`src/rtl/core/tlbfl_pkg.sv`:
```
// Shared constants and types for the TLB lookup unit.
// No dependencies; imported by the cells, the divider and the top level.
`default_nettype none

package tlbfl_pkg;

   localparam int ENTRIES     = 16;
   localparam int ADDR_W      = 31;
   localparam int PSIZE_W     = 16;
   localparam int CAP_W       = 5;
   localparam int STAT_W      = 32;
   localparam int IDX_W       = (ENTRIES > 1) ? $clog2(ENTRIES) : 1;
   localparam int OCC_W       = $clog2(ENTRIES + 1);
   localparam int CSR_IDX_W   = 2;
   localparam int CSR_DATA_W  = 16;
   localparam int DIV_STEPS   = ADDR_W;
   localparam int DIV_CNT_W   = $clog2(DIV_STEPS);

   localparam logic [PSIZE_W-1:0] PAGE_SIZE_RESET = 16'd4096;
   localparam logic [CAP_W-1:0]   CAPACITY_RESET  = 5'd16;

   localparam logic POLICY_FIFO = 1'b0;
   localparam logic POLICY_LRU  = 1'b1;

   typedef enum logic [CSR_IDX_W-1:0] {
      CSR_PAGE_SIZE = 2'd0,
      CSR_CAPACITY  = 2'd1,
      CSR_POLICY    = 2'd2
   } csr_index_type;

   typedef struct packed {
      logic             search;
      logic             update;
      logic             evict;
      logic             lru_hit;
      logic             wr_en;
      logic [IDX_W-1:0] wr_idx;
      logic [OCC_W-1:0] occ;
   } cell_ctrl_type;

endpackage

`default_nettype wire

```
`src/rtl/core/tlbfl_cell.sv`:
```
// One TLB entry: holds a page, compares it, and shifts from its newer neighbor.
// Depends on tlbfl_pkg.
`default_nettype none

module tlbfl_cell import tlbfl_pkg::*; (
   input  logic              clock,
   input  logic              reset,
   input  logic [IDX_W-1:0]  cell_idx,
   input  cell_ctrl_type     ctrl,
   input  logic [ADDR_W-1:0] key,
   input  logic [ADDR_W-1:0] nbr_page,
   input  logic              seen_in,
   output logic              seen_out,
   output logic              match,
   output logic [ADDR_W-1:0] page
);

   logic [ADDR_W-1:0] page_ff, page_in;
   logic              match_ff, match_in;
   logic              in_use;
   logic              has_next;
   logic              shift;
   logic              write;

   assign in_use   = OCC_W'(cell_idx) < ctrl.occ;
   assign has_next = ((OCC_W + 1)'(cell_idx) + (OCC_W + 1)'(1)) < (OCC_W + 1)'(ctrl.occ);
   assign seen_out = seen_in | match_ff;
   assign shift    = ctrl.update && has_next &&
                     (ctrl.evict || (ctrl.lru_hit && seen_out));
   assign write    = ctrl.update && ctrl.wr_en && (cell_idx == ctrl.wr_idx);

   always_comb begin
      if (write) begin
         page_in = key;
      end else if (shift) begin
         page_in = nbr_page;
      end else begin
         page_in = page_ff;
      end
      if (ctrl.search) begin
         match_in = in_use && (page_ff == key);
      end else if (ctrl.update) begin
         match_in = 1'b0;
      end else begin
         match_in = match_ff;
      end
   end

   always_ff @(posedge clock) begin
      if (reset) begin
         match_ff <= 1'b0;
      end else begin
         match_ff <= match_in;
      end
      page_ff <= page_in;
   end

   assign match = match_ff;
   assign page  = page_ff;

endmodule

`default_nettype wire

```
`config.mk`:
```
export PLATFORM = sky130hd
export DESIGN_NAME = tlbfl_cell
export DESIGN_NICKNAME = d
export VERILOG_FILES = /design/src/rtl/core/tlbfl_pkg.sv /design/src/rtl/core/tlbfl_cell.sv
export SDC_FILE = /design/constraint.sdc
export NUM_CORES = 1
export LEC_CHECK = 0
export BUFFER_PORTS_ARGS = -buffer_cell sky130_fd_sc_hd__buf_2
export CORE_ASPECT_RATIO = 1.25
export CORE_MARGIN = 8
export CORE_UTILIZATION = 45
export CTS_CLUSTER_SIZE = 24
export DETAILED_ROUTE_END_ITERATION = 10
export PLACE_DENSITY = 0.81
export SLEW_MARGIN = 5
export SYNTH_ARGS = -nofsm -noshare
export SYNTH_HDL_FRONTEND = slang
export SYNTH_SLANG_ARGS = --single-unit
export TNS_END_PERCENT = 10
```
`constraint.sdc`:
```
create_clock -name clock -period 6.72 [get_ports clock]
set_clock_uncertainty 0.2 [all_clocks]
set_input_delay 0.672 -clock clock [delete_from_list [all_inputs] [get_ports clock]]
set_output_delay 0.672 -clock clock [all_outputs]
set_load 0.02 [all_outputs]
```
==> results.json <==
{
  "status": "completed",
  "power_density_mw_per_mm2": 209.6,
  "finalNetCount": 357,
  "core_mm2": 0.004425,
  "syn_nets": 236,
  "worst-path-buf-inv": 2,
  "synthDistinctLibCells": 27,
  "clk_pin_slew_worst_paths_ps": 70,
  "finalMaxSlewViolations": 0,
  "grt_max_degree": 33,
  "r2r-start": "page[1]",
  "hp-class": "reg2reg",
  "cts_setup_buffers": 0,
  "synth-seq-area-share_pct": 45.45,
  "ys_ff_latch": 32,
  "syn_to_final_growth_pct": 35.77,
  "total_leakage_power_nw": 1.389,
  "gp_congestion": 0.7940,
  "portBuffers": 115,
  "synth_edf_count": 31,
  "path_delay_family": "compound AO/OA/AOI/OAI gates",
  "cts_hold_buffers": 0,
  "die_area_mm2": 0.007100,
  "nFillCells": 375,
  "finalCriticalPeriod_ps": 2770,
  "cp.arrival_ps": 2540,
  "hold_viol_final": 0,
  "setup_viol": 0,
  "dp_hpwl_um": 4624,
  "ir_drop_mv": 0.1534,
  "power.total_w": 0.0005953,
  "tightest_slew_ps": 828.3,
  "netlist_area_mm2": 0.002092,
  "cts_sinks": 32,
  "syn_inst": 145,
  "min_from": "match",
  "slew_headroom_pct": 44.67,
  "critPathRequiredTime_ps": 6490,
  "final_cell_mix": "buf_2 (115), edfxtp_1 (31), xor2_1 (29), mux2_4 (29)",
  "final_common_cell": "buf_2",
  "clock_path_buffers": 2,
  "drtPass1Iterations": 4,
  "drt_iter0_markers": 51,
  "htreeDepth": 2,
  "viasPerCell": 4.883,
  "async_reset_ff_share_pct": 0,
  "crit_chain": "buf_2 > ha_1 > ha_1 > a21boi_0 > o21a_1 > o21a_1 > o21a_1 > o41ai_2 > buf_4",
  "avgSynthCellArea_um2": 14.43,
  "slowest_stage": "buf_4",
  "die_w_um": 76.99,
  "grt_pass1_vias": 1851,
  "dr_total_vias": 1587,
  "grt.overflow.total": 0,
  "rows": 27,
  "root_buffer": "clkbuf_8",
  "cts_tree": "done",
  "postRouteAntennaNets": 0,
  "num_io_pins": 116,
  "grt.total_usage_pct": 14.97,
  "cp-end-kind": "flop",
  "cts_resized": 0,
  "drc": 0,
  "clk-insertion-delay-late_ps": 280,
  "ys.flop_type": "edfxtp_1",
  "crit_fanout": 18,
  "yosysWarnings": 0,
  "hold-worst-slack_ps": 355.2,
  "max_cap_viol_count": 0,
  "wirelength_um": 5474,
  "antennaDiodeCount": 0,
  "start_util_pct": 47.27,
  "rsz0062_at_grt": "no",
  "die_h_um": 92.23,
  "setup_tns_ps": 0,
  "grt_pass1_wl_um": 8556,
  "period_share_pct": 41.23,
  "numCtsBuffers": 5,
  "worstSetupPathType": "in2reg",
  "drive_above_1_share_pct": 60.30,
  "cp_common_cell": "o21a_1",
  "cpPeakStageDelay_ps": 310,
  "crit_start": "cell_idx[0]",
  "max_freq_mhz": 361.0,
  "crit_path_start_kind": "input pin",
  "avgRoutedWirePerCell_um": 16.84,
  "antenna_found_initial": 0
}
==> layer usage <==
metal / part of all wire [%] / track usage [%]
met5: 0 / 0
met4: 0.62 / 3.312
met3: 8.8 / 6.445
met2: 54 / 28.67
met1: 37 / 14.33
==> stage by stage <==
stage	area, µm²	utilization (%)	cells	setup slack (ps)
after floorplan	2092	-	145	1015
after global placement	2729	61.66	317	3687
after detailed placement	2729	61.66	317	3642
after CTS	2840	64.18	325	3948
after global routing	2840	64.18	325	3832
final	2840	64.18	325	3950
==> synthesized netlist by cell type, types with 2 or more instances <==
cell type / n / area (µm²)
nand4_1: 2 / 12.51
mux2_4: 29 / 435.4
xor2_1: 29 / 254.0
nor4_1: 7 / 43.79
xnor2_1: 8 / 70.07
buf_6: 3 / 33.78
ha_1: 8 / 100.1
a21oi_1: 3 / 15.01
mux2_2: 2 / 22.52
inv_1: 5 / 18.77
o21a_1: 3 / 22.52
edfxtp_1: 31 / 930.9
==> final cells by class <==
| type | count | area, µm² | area share [%] |
|---|---|---|---|
| Sequential cell | 32 | 950.9 | 33.48 |
| Tap cell | 58 | 72.57 | 2.555 |
| Multi-Input combinational cell | 105 | 1096 | 38.59 |
| Timing Repair Buffer | 117 | 590.6 | 20.79 |
| Clock buffer | 5 | 68.82 | 2.423 |
| Inverter | 5 | 18.77 | 0.6608 |
| Clock inverter | 3 | 42.54 | 1.498 |
==> kinds of logic after synthesis <==
kind of cell	count (synthesis)	synth area share (%)
xor gates and xnor gates	37	15.49
AOI/OAI and AO/OA	11	3.828
DFF	32	45.45
adders and majority gates	8	4.785
muxes	31	21.89
and+or+nand+nor	18	6.041
buffers and inverters	8	2.512
==> worst paths after layout <==
kind	endpoint	slack, ps	cells after the start
setup / recovery	page[11]	3950	9
hold / removal	match	360	1
setup reg to reg	match	4900	5
hold reg to reg	match	360	1
==> power breakdown <==
| part | total (W) | switching (W) | internal [W] |
|---|---|---|---|
| sequential | 0.000262 | 0.0000149 | 0.000247 |
| combinational | 0.000151 | 0.0000803 | 0.0000708 |
| clock | 0.000183 | 0.0000729 | 0.000110 |
| total | 0.000595 | 0.000168 | 0.000427 |
==> sequential cells by signal (all words and copies together), names as in the netlist <==
signal  count
match       1
page       31
Note: power is estimated with default switching activity, not from simulation.
