File: config.mk
export PLATFORM = sky130hd
export DESIGN_NAME = tlbfl_div
export DESIGN_NICKNAME = d
export VERILOG_FILES = /design/src/rtl/core/tlbfl_pkg.sv /design/src/rtl/core/tlbfl_div.sv
export SDC_FILE = /design/constraint.sdc
export NUM_CORES = 1
export LEC_CHECK = 0
export ABC_AREA = 0
export BUFFER_PORTS_ARGS = -buffer_cell sky130_fd_sc_hd__buf_2
export CELL_PAD_IN_SITES_DETAIL_PLACEMENT = 0
export CELL_PAD_IN_SITES_GLOBAL_PLACEMENT = 1
export CORE_MARGIN = 2
export CORE_UTILIZATION = 43
export CTS_CLUSTER_DIAMETER = 100
export DETAILED_ROUTE_END_ITERATION = 6
export GPL_ROUTABILITY_DRIVEN = 0
export MAX_ROUTING_LAYER = met4
export PLACE_DENSITY = 0.86
export SLEW_MARGIN = 10
export SYNTH_ARGS = -nofsm -noshare
export SYNTH_HDL_FRONTEND = slang
export SYNTH_SLANG_ARGS = --single-unit
File: constraint.sdc
create_clock -name clock -period 2.6 [get_ports clock]
set_clock_uncertainty 0.2 [all_clocks]
set_input_delay 0.78 -clock clock [delete_from_list [all_inputs] [get_ports clock]]
set_output_delay 0.78 -clock clock [all_outputs]
set_load 0.02 [all_outputs]
File: src/rtl/core/tlbfl_pkg.sv
// Shared constants and types for the TLB lookup unit.
// No dependencies; imported by the cells, the divider and the top level.
`default_nettype none

package tlbfl_pkg;

   localparam int ENTRIES     = 16;
   localparam int ADDR_W      = 31;
   localparam int PSIZE_W     = 16;
   localparam int CAP_W       = 5;
   localparam int STAT_W      = 32;
   localparam int IDX_W       = (ENTRIES > 1) ? $clog2(ENTRIES) : 1;
   localparam int OCC_W       = $clog2(ENTRIES + 1);
   localparam int CSR_IDX_W   = 2;
   localparam int CSR_DATA_W  = 16;
   localparam int DIV_STEPS   = ADDR_W;
   localparam int DIV_CNT_W   = $clog2(DIV_STEPS);

   localparam logic [PSIZE_W-1:0] PAGE_SIZE_RESET = 16'd4096;
   localparam logic [CAP_W-1:0]   CAPACITY_RESET  = 5'd16;

   localparam logic POLICY_FIFO = 1'b0;
   localparam logic POLICY_LRU  = 1'b1;

   typedef enum logic [CSR_IDX_W-1:0] {
      CSR_PAGE_SIZE = 2'd0,
      CSR_CAPACITY  = 2'd1,
      CSR_POLICY    = 2'd2
   } csr_index_type;

   typedef struct packed {
      logic             search;
      logic             update;
      logic             evict;
      logic             lru_hit;
      logic             wr_en;
      logic [IDX_W-1:0] wr_idx;
      logic [OCC_W-1:0] occ;
   } cell_ctrl_type;

endpackage

`default_nettype wire

File: src/rtl/core/tlbfl_div.sv
// Restoring divider, one quotient bit per cycle: address / page size.
// Depends on tlbfl_pkg.
`default_nettype none

module tlbfl_div import tlbfl_pkg::*; (
   input  logic               clock,
   input  logic               reset,
   input  logic               start,
   input  logic [ADDR_W-1:0]  dividend,
   input  logic [PSIZE_W-1:0] divisor,
   output logic               done,
   output logic [ADDR_W-1:0]  quotient
);

   logic                 busy_ff, busy_in;
   logic                 done_ff, done_in;
   logic [DIV_CNT_W-1:0] cnt_ff, cnt_in;
   logic [PSIZE_W-1:0]   rem_ff, rem_in;
   logic [ADDR_W-1:0]    quo_ff, quo_in;
   logic [PSIZE_W-1:0]   dvs_ff, dvs_in;
   logic [PSIZE_W:0]     rem_sh;
   logic                 ge;

   assign rem_sh = {rem_ff, quo_ff[ADDR_W-1]};
   assign ge     = rem_sh >= {1'b0, dvs_ff};

   always_comb begin
      busy_in = busy_ff;
      done_in = 1'b0;
      cnt_in  = cnt_ff;
      rem_in  = rem_ff;
      quo_in  = quo_ff;
      dvs_in  = dvs_ff;
      if (start) begin
         busy_in = 1'b1;
         cnt_in  = '0;
         rem_in  = '0;
         quo_in  = dividend;
         dvs_in  = divisor;
      end else if (busy_ff) begin
         rem_in = ge ? PSIZE_W'(rem_sh - {1'b0, dvs_ff}) : rem_sh[PSIZE_W-1:0];
         quo_in = {quo_ff[ADDR_W-2:0], ge};
         cnt_in = cnt_ff + 1'b1;
         if (cnt_ff == DIV_CNT_W'(DIV_STEPS - 1)) begin
            busy_in = 1'b0;
            done_in = 1'b1;
         end
      end
   end

   always_ff @(posedge clock) begin
      if (reset) begin
         busy_ff <= 1'b0;
         done_ff <= 1'b0;
         cnt_ff  <= '0;
      end else begin
         busy_ff <= busy_in;
         done_ff <= done_in;
         cnt_ff  <= cnt_in;
      end
      rem_ff <= rem_in;
      quo_ff <= quo_in;
      dvs_ff <= dvs_in;
   end

   assign done     = done_ff;
   assign quotient = quo_ff;

`ifndef ASSERT_OFF
   a_no_start_busy: assert property (@(posedge clock) disable iff (reset)
      start |-> !busy_ff)
      else $error("divider restarted while busy");
   a_done_after_busy: assert property (@(posedge clock) disable iff (reset)
      done_ff |-> !busy_ff && $past(busy_ff))
      else $error("divider done without a run");
   a_divisor_nonzero: assert property (@(posedge clock) disable iff (reset)
      busy_ff |-> dvs_ff != '0)
      else $error("divider running with zero divisor");
`endif

endmodule

`default_nettype wire

==> flow_summary.yaml <==
outcome:
  status: "finished, final reports clean"
clock_tree:
  cts_buffer_depth: 2
  clock_latency_ns: 0.35
  cts_max_level: 3
  cts-buffers-inserted: 9
  clk_pin_slew_ns: 0.08
  holdBufCountCts: 0
  cts_sinks: 70
  cts_tree: "yes"
  clockRootBuffer: "clkbuf_8"
routing:
  dr_total_vias: 2818
  top_layer_used: "met4"
  wl_met1_um: 3666
  wl_per_cell_um: 14.77
  routed_wl_um: 7815
  wl_met3_um: 426
  firstDrtPassIters: 5
  drt_iter0_drc: 153
  vias_per_cell: 5.327
  ant_nets: 0
  drc: 0
  routed-wl-met2_um: 3660
logic_synthesis:
  synth_edf_count: 47
  synth_flop_cell: "edfxtp_1"
  synthArstFlopShare_pct: 0
  yosysWarnings: 0
  ys_seq_area_share_pct: 50.35
  syn_area_um2: 3717
  synth_cell_types: 55
  syn_inst: 322
  ys_seq_elements: 70
  syn_avg_cell_area_um2: 11.54
  synth_nets: 391
placement:
  placedCellCount: 506
  hpwl_um: 5482
  io_buffers: 81
hold_path:
  hp-start: "rem_ff[5]"
  hp-class: "reg2reg"
  min_to: "rem_ff[6]"
  whs_path_depth: 2
pwr:
  power_density_nw_per_um2: 612.4
  power.leakage_uw: 0.001927
  worst_ir_drop_vdd_v: 0.0003218
critical_path:
  critPathKind: "reg2reg"
  required_ns: 2.66
  cpMaxStageDelayCell: "or4_1"
  reg2reg_from: "dvs_ff[12]"
  endpoint_kind: "flop"
  worst_ep_arrival_time_ns: 2.55
  cp_max_fo: 15
  path_cells: "inv_1, ha_2, nand3_2, nor3_4, a21bo_4, a31o_4, or4_1, o311ai_1"
  crit_path_max_incr_delay_ns: 0.41
  r2r_end: "rem_ff[1]"
  reg2reg_slack_ns: 0.11
  startpoint_type: "flop"
  reg2reg_depth: 8
floorplan:
  row_count: 33
  chipHeight_um: 96.98
  design.die.area_um2: 9405
  ios: 82
  die_x_um: 96.98
  core-area_um2: 8299
  initial_core_util_pct: 44.79
final_layout:
  register_area_um2: 1872
  fill_cells: 744
  finalNonFillerCells: 529
  fin_util_pct: 54.88
  multi_input_area_um2: 1735
  syn2layout_area_growth_pct: 22.52
  final_layout_size_suffix_gt1_share_pct: 38.92
  layout.nets: 488
  antenna_cells: 0
sta:
  finalHoldViolCount: 0
  tns_ns: 0
  finalCritPeriodShare_pct: 95.71
  post-route-min-period_ns: 2.488
  finalSetupViolations: 0
  fmax_ghz: 0.4019
  rsz0062_at_grt: "true"
  relSlewSlack_pct: 70.55
  worst-slew-pin-transition_ns: 0.4397
  slew_violations: 0
global_routing:
  grt_max_degree: 44
  track_usage_pct: 17.50
  antenna_found_initial: 0
  first_global_vias: 2725
  grt_pass1_wl_um: 12930
  grt_overflow: 0
run:
  max-cap-violations: 0
registers in the layout, indices dropped and copies added, names as in the netlist:
register / cells
done: 1
cnt_ff: 5
busy_ff: 1
quotient: 31
rem_ff: 16
dvs_ff: 16
worst max path at each step:
stage | from | end | slack, ns | depth (start not counted)
detailed placement | dvs_ff[8] | rem_ff[10] | -0.05 | 8
floorplan | quotient[30] | rem_ff[14] | 0.05 | 9
finish | dvs_ff[12] | rem_ff[1] | 0.11 | 8
global route | dvs_ff[1] | rem_ff[7] | -0.03 | 9
global placement | quotient[30] | rem_ff[14] | 0.05 | 9
CTS | quotient[30] | rem_ff[14] | 0.02 | 9
worst max-delay path: cells and delay by family, from the launching register on:
kind | cells | cell delay [ns]
flip-flops | 1 | 0.34
AND/OR/NAND/NOR | 3 | 0.77
AO/OA/AOI/OAI | 3 | 0.66
adder cells (fa/ha/maj) | 1 | 0.39
buffers and inverters | 1 | 0.04
per-layer routing:
metal  GRT usage (%)  up-vias
met5               -        -
met4           4.225        0
met3           6.575        6
met2           26.28       73
met1           22.58     1336
li1                -     1403
cells in the mapped netlist, types with 5 or more instances:
library cell | n | area share, %
a21oi_1 | 11 | 1.5
a311oi_1 | 6 | 1.4
a31oi_1 | 5 | 0.84
and3_1 | 8 | 1.3
clkbuf_1 | 8 | 0.81
dfxtp_1 | 23 | 12
edfxtp_1 | 47 | 38
ha_1 | 18 | 6.1
inv_1 | 22 | 2.2
mux2_2 | 30 | 9.1
nand2_1 | 21 | 2.1
nor2_1 | 24 | 2.4
o21ai_0 | 10 | 1.3
xnor2_1 | 8 | 1.9
xor2_1 | 7 | 1.6
report_power, final:
| group | internal [uW] | switching (uW) |
|---|---|---|
| clock | 358 | 465 |
| combinational | 271 | 353 |
| sequential | 1300 | 46.7 |
| total | 1920 | 865 |
kinds of logic (layout without fill, tap and decap cells):
logic type / after synthesis / after routing / synth area share, %
simple gates: 81 / 81 / 11.31
flops: 70 / 70 / 50.35
compound gates: 69 / 69 / 14.47
buf+inv: 35 / 137 / 3.837
mux: 33 / 33 / 9.896
fa+ha+maj: 19 / 19 / 6.597
xor+xnor: 15 / 15 / 3.534
stage by stage:
step,hold WS [ns],setup WS (ns),total power (uW),cell area [um^2]
floorplan,0.2614,0.05242,1780,3717
global placement,0.2822,0.05056,1957,4289
detailed placement,0.2909,-0.05290,1969,4289
CTS,0.3020,0.01622,2800,4486
global route,0.3174,-0.02672,2931,4554
finish,0.2963,0.1116,2789,4554
cell usage in the layout (no fill, tap or decap), drive strengths merged, types with 5 or more instances in the layout:
cell,instances
o21ai,12
dfxtp,23
edfxtp,47
inv,25
xor2,7
nand2,21
nor3,5
ha,18
nand3,7
a21oi,12
buf,99
nor2,24
clkbuf,9
a311oi,9
mux2,30
a31oi,6
xnor2,8
and3,8
cell type report:
class | instances | area share (%)
flip-flops and latches | 70 | 41.10
multi-input cells | 217 | 38.10
repair buffers | 99 | 12.14
well taps | 105 | 2.885
clock buffers | 9 | 2.720
inverters | 22 | 1.813
clock inverters | 7 | 1.236
timing repair:
| action | CTS | global route |
|---|---|---|
| resized for setup | 2 | 7 |
| pin swaps | 3 | 4 |
| setup endpoints to repair | 3 | 16 |
| buffers inserted | 1 | 6 |
Power figures use the tool's default switching activity.
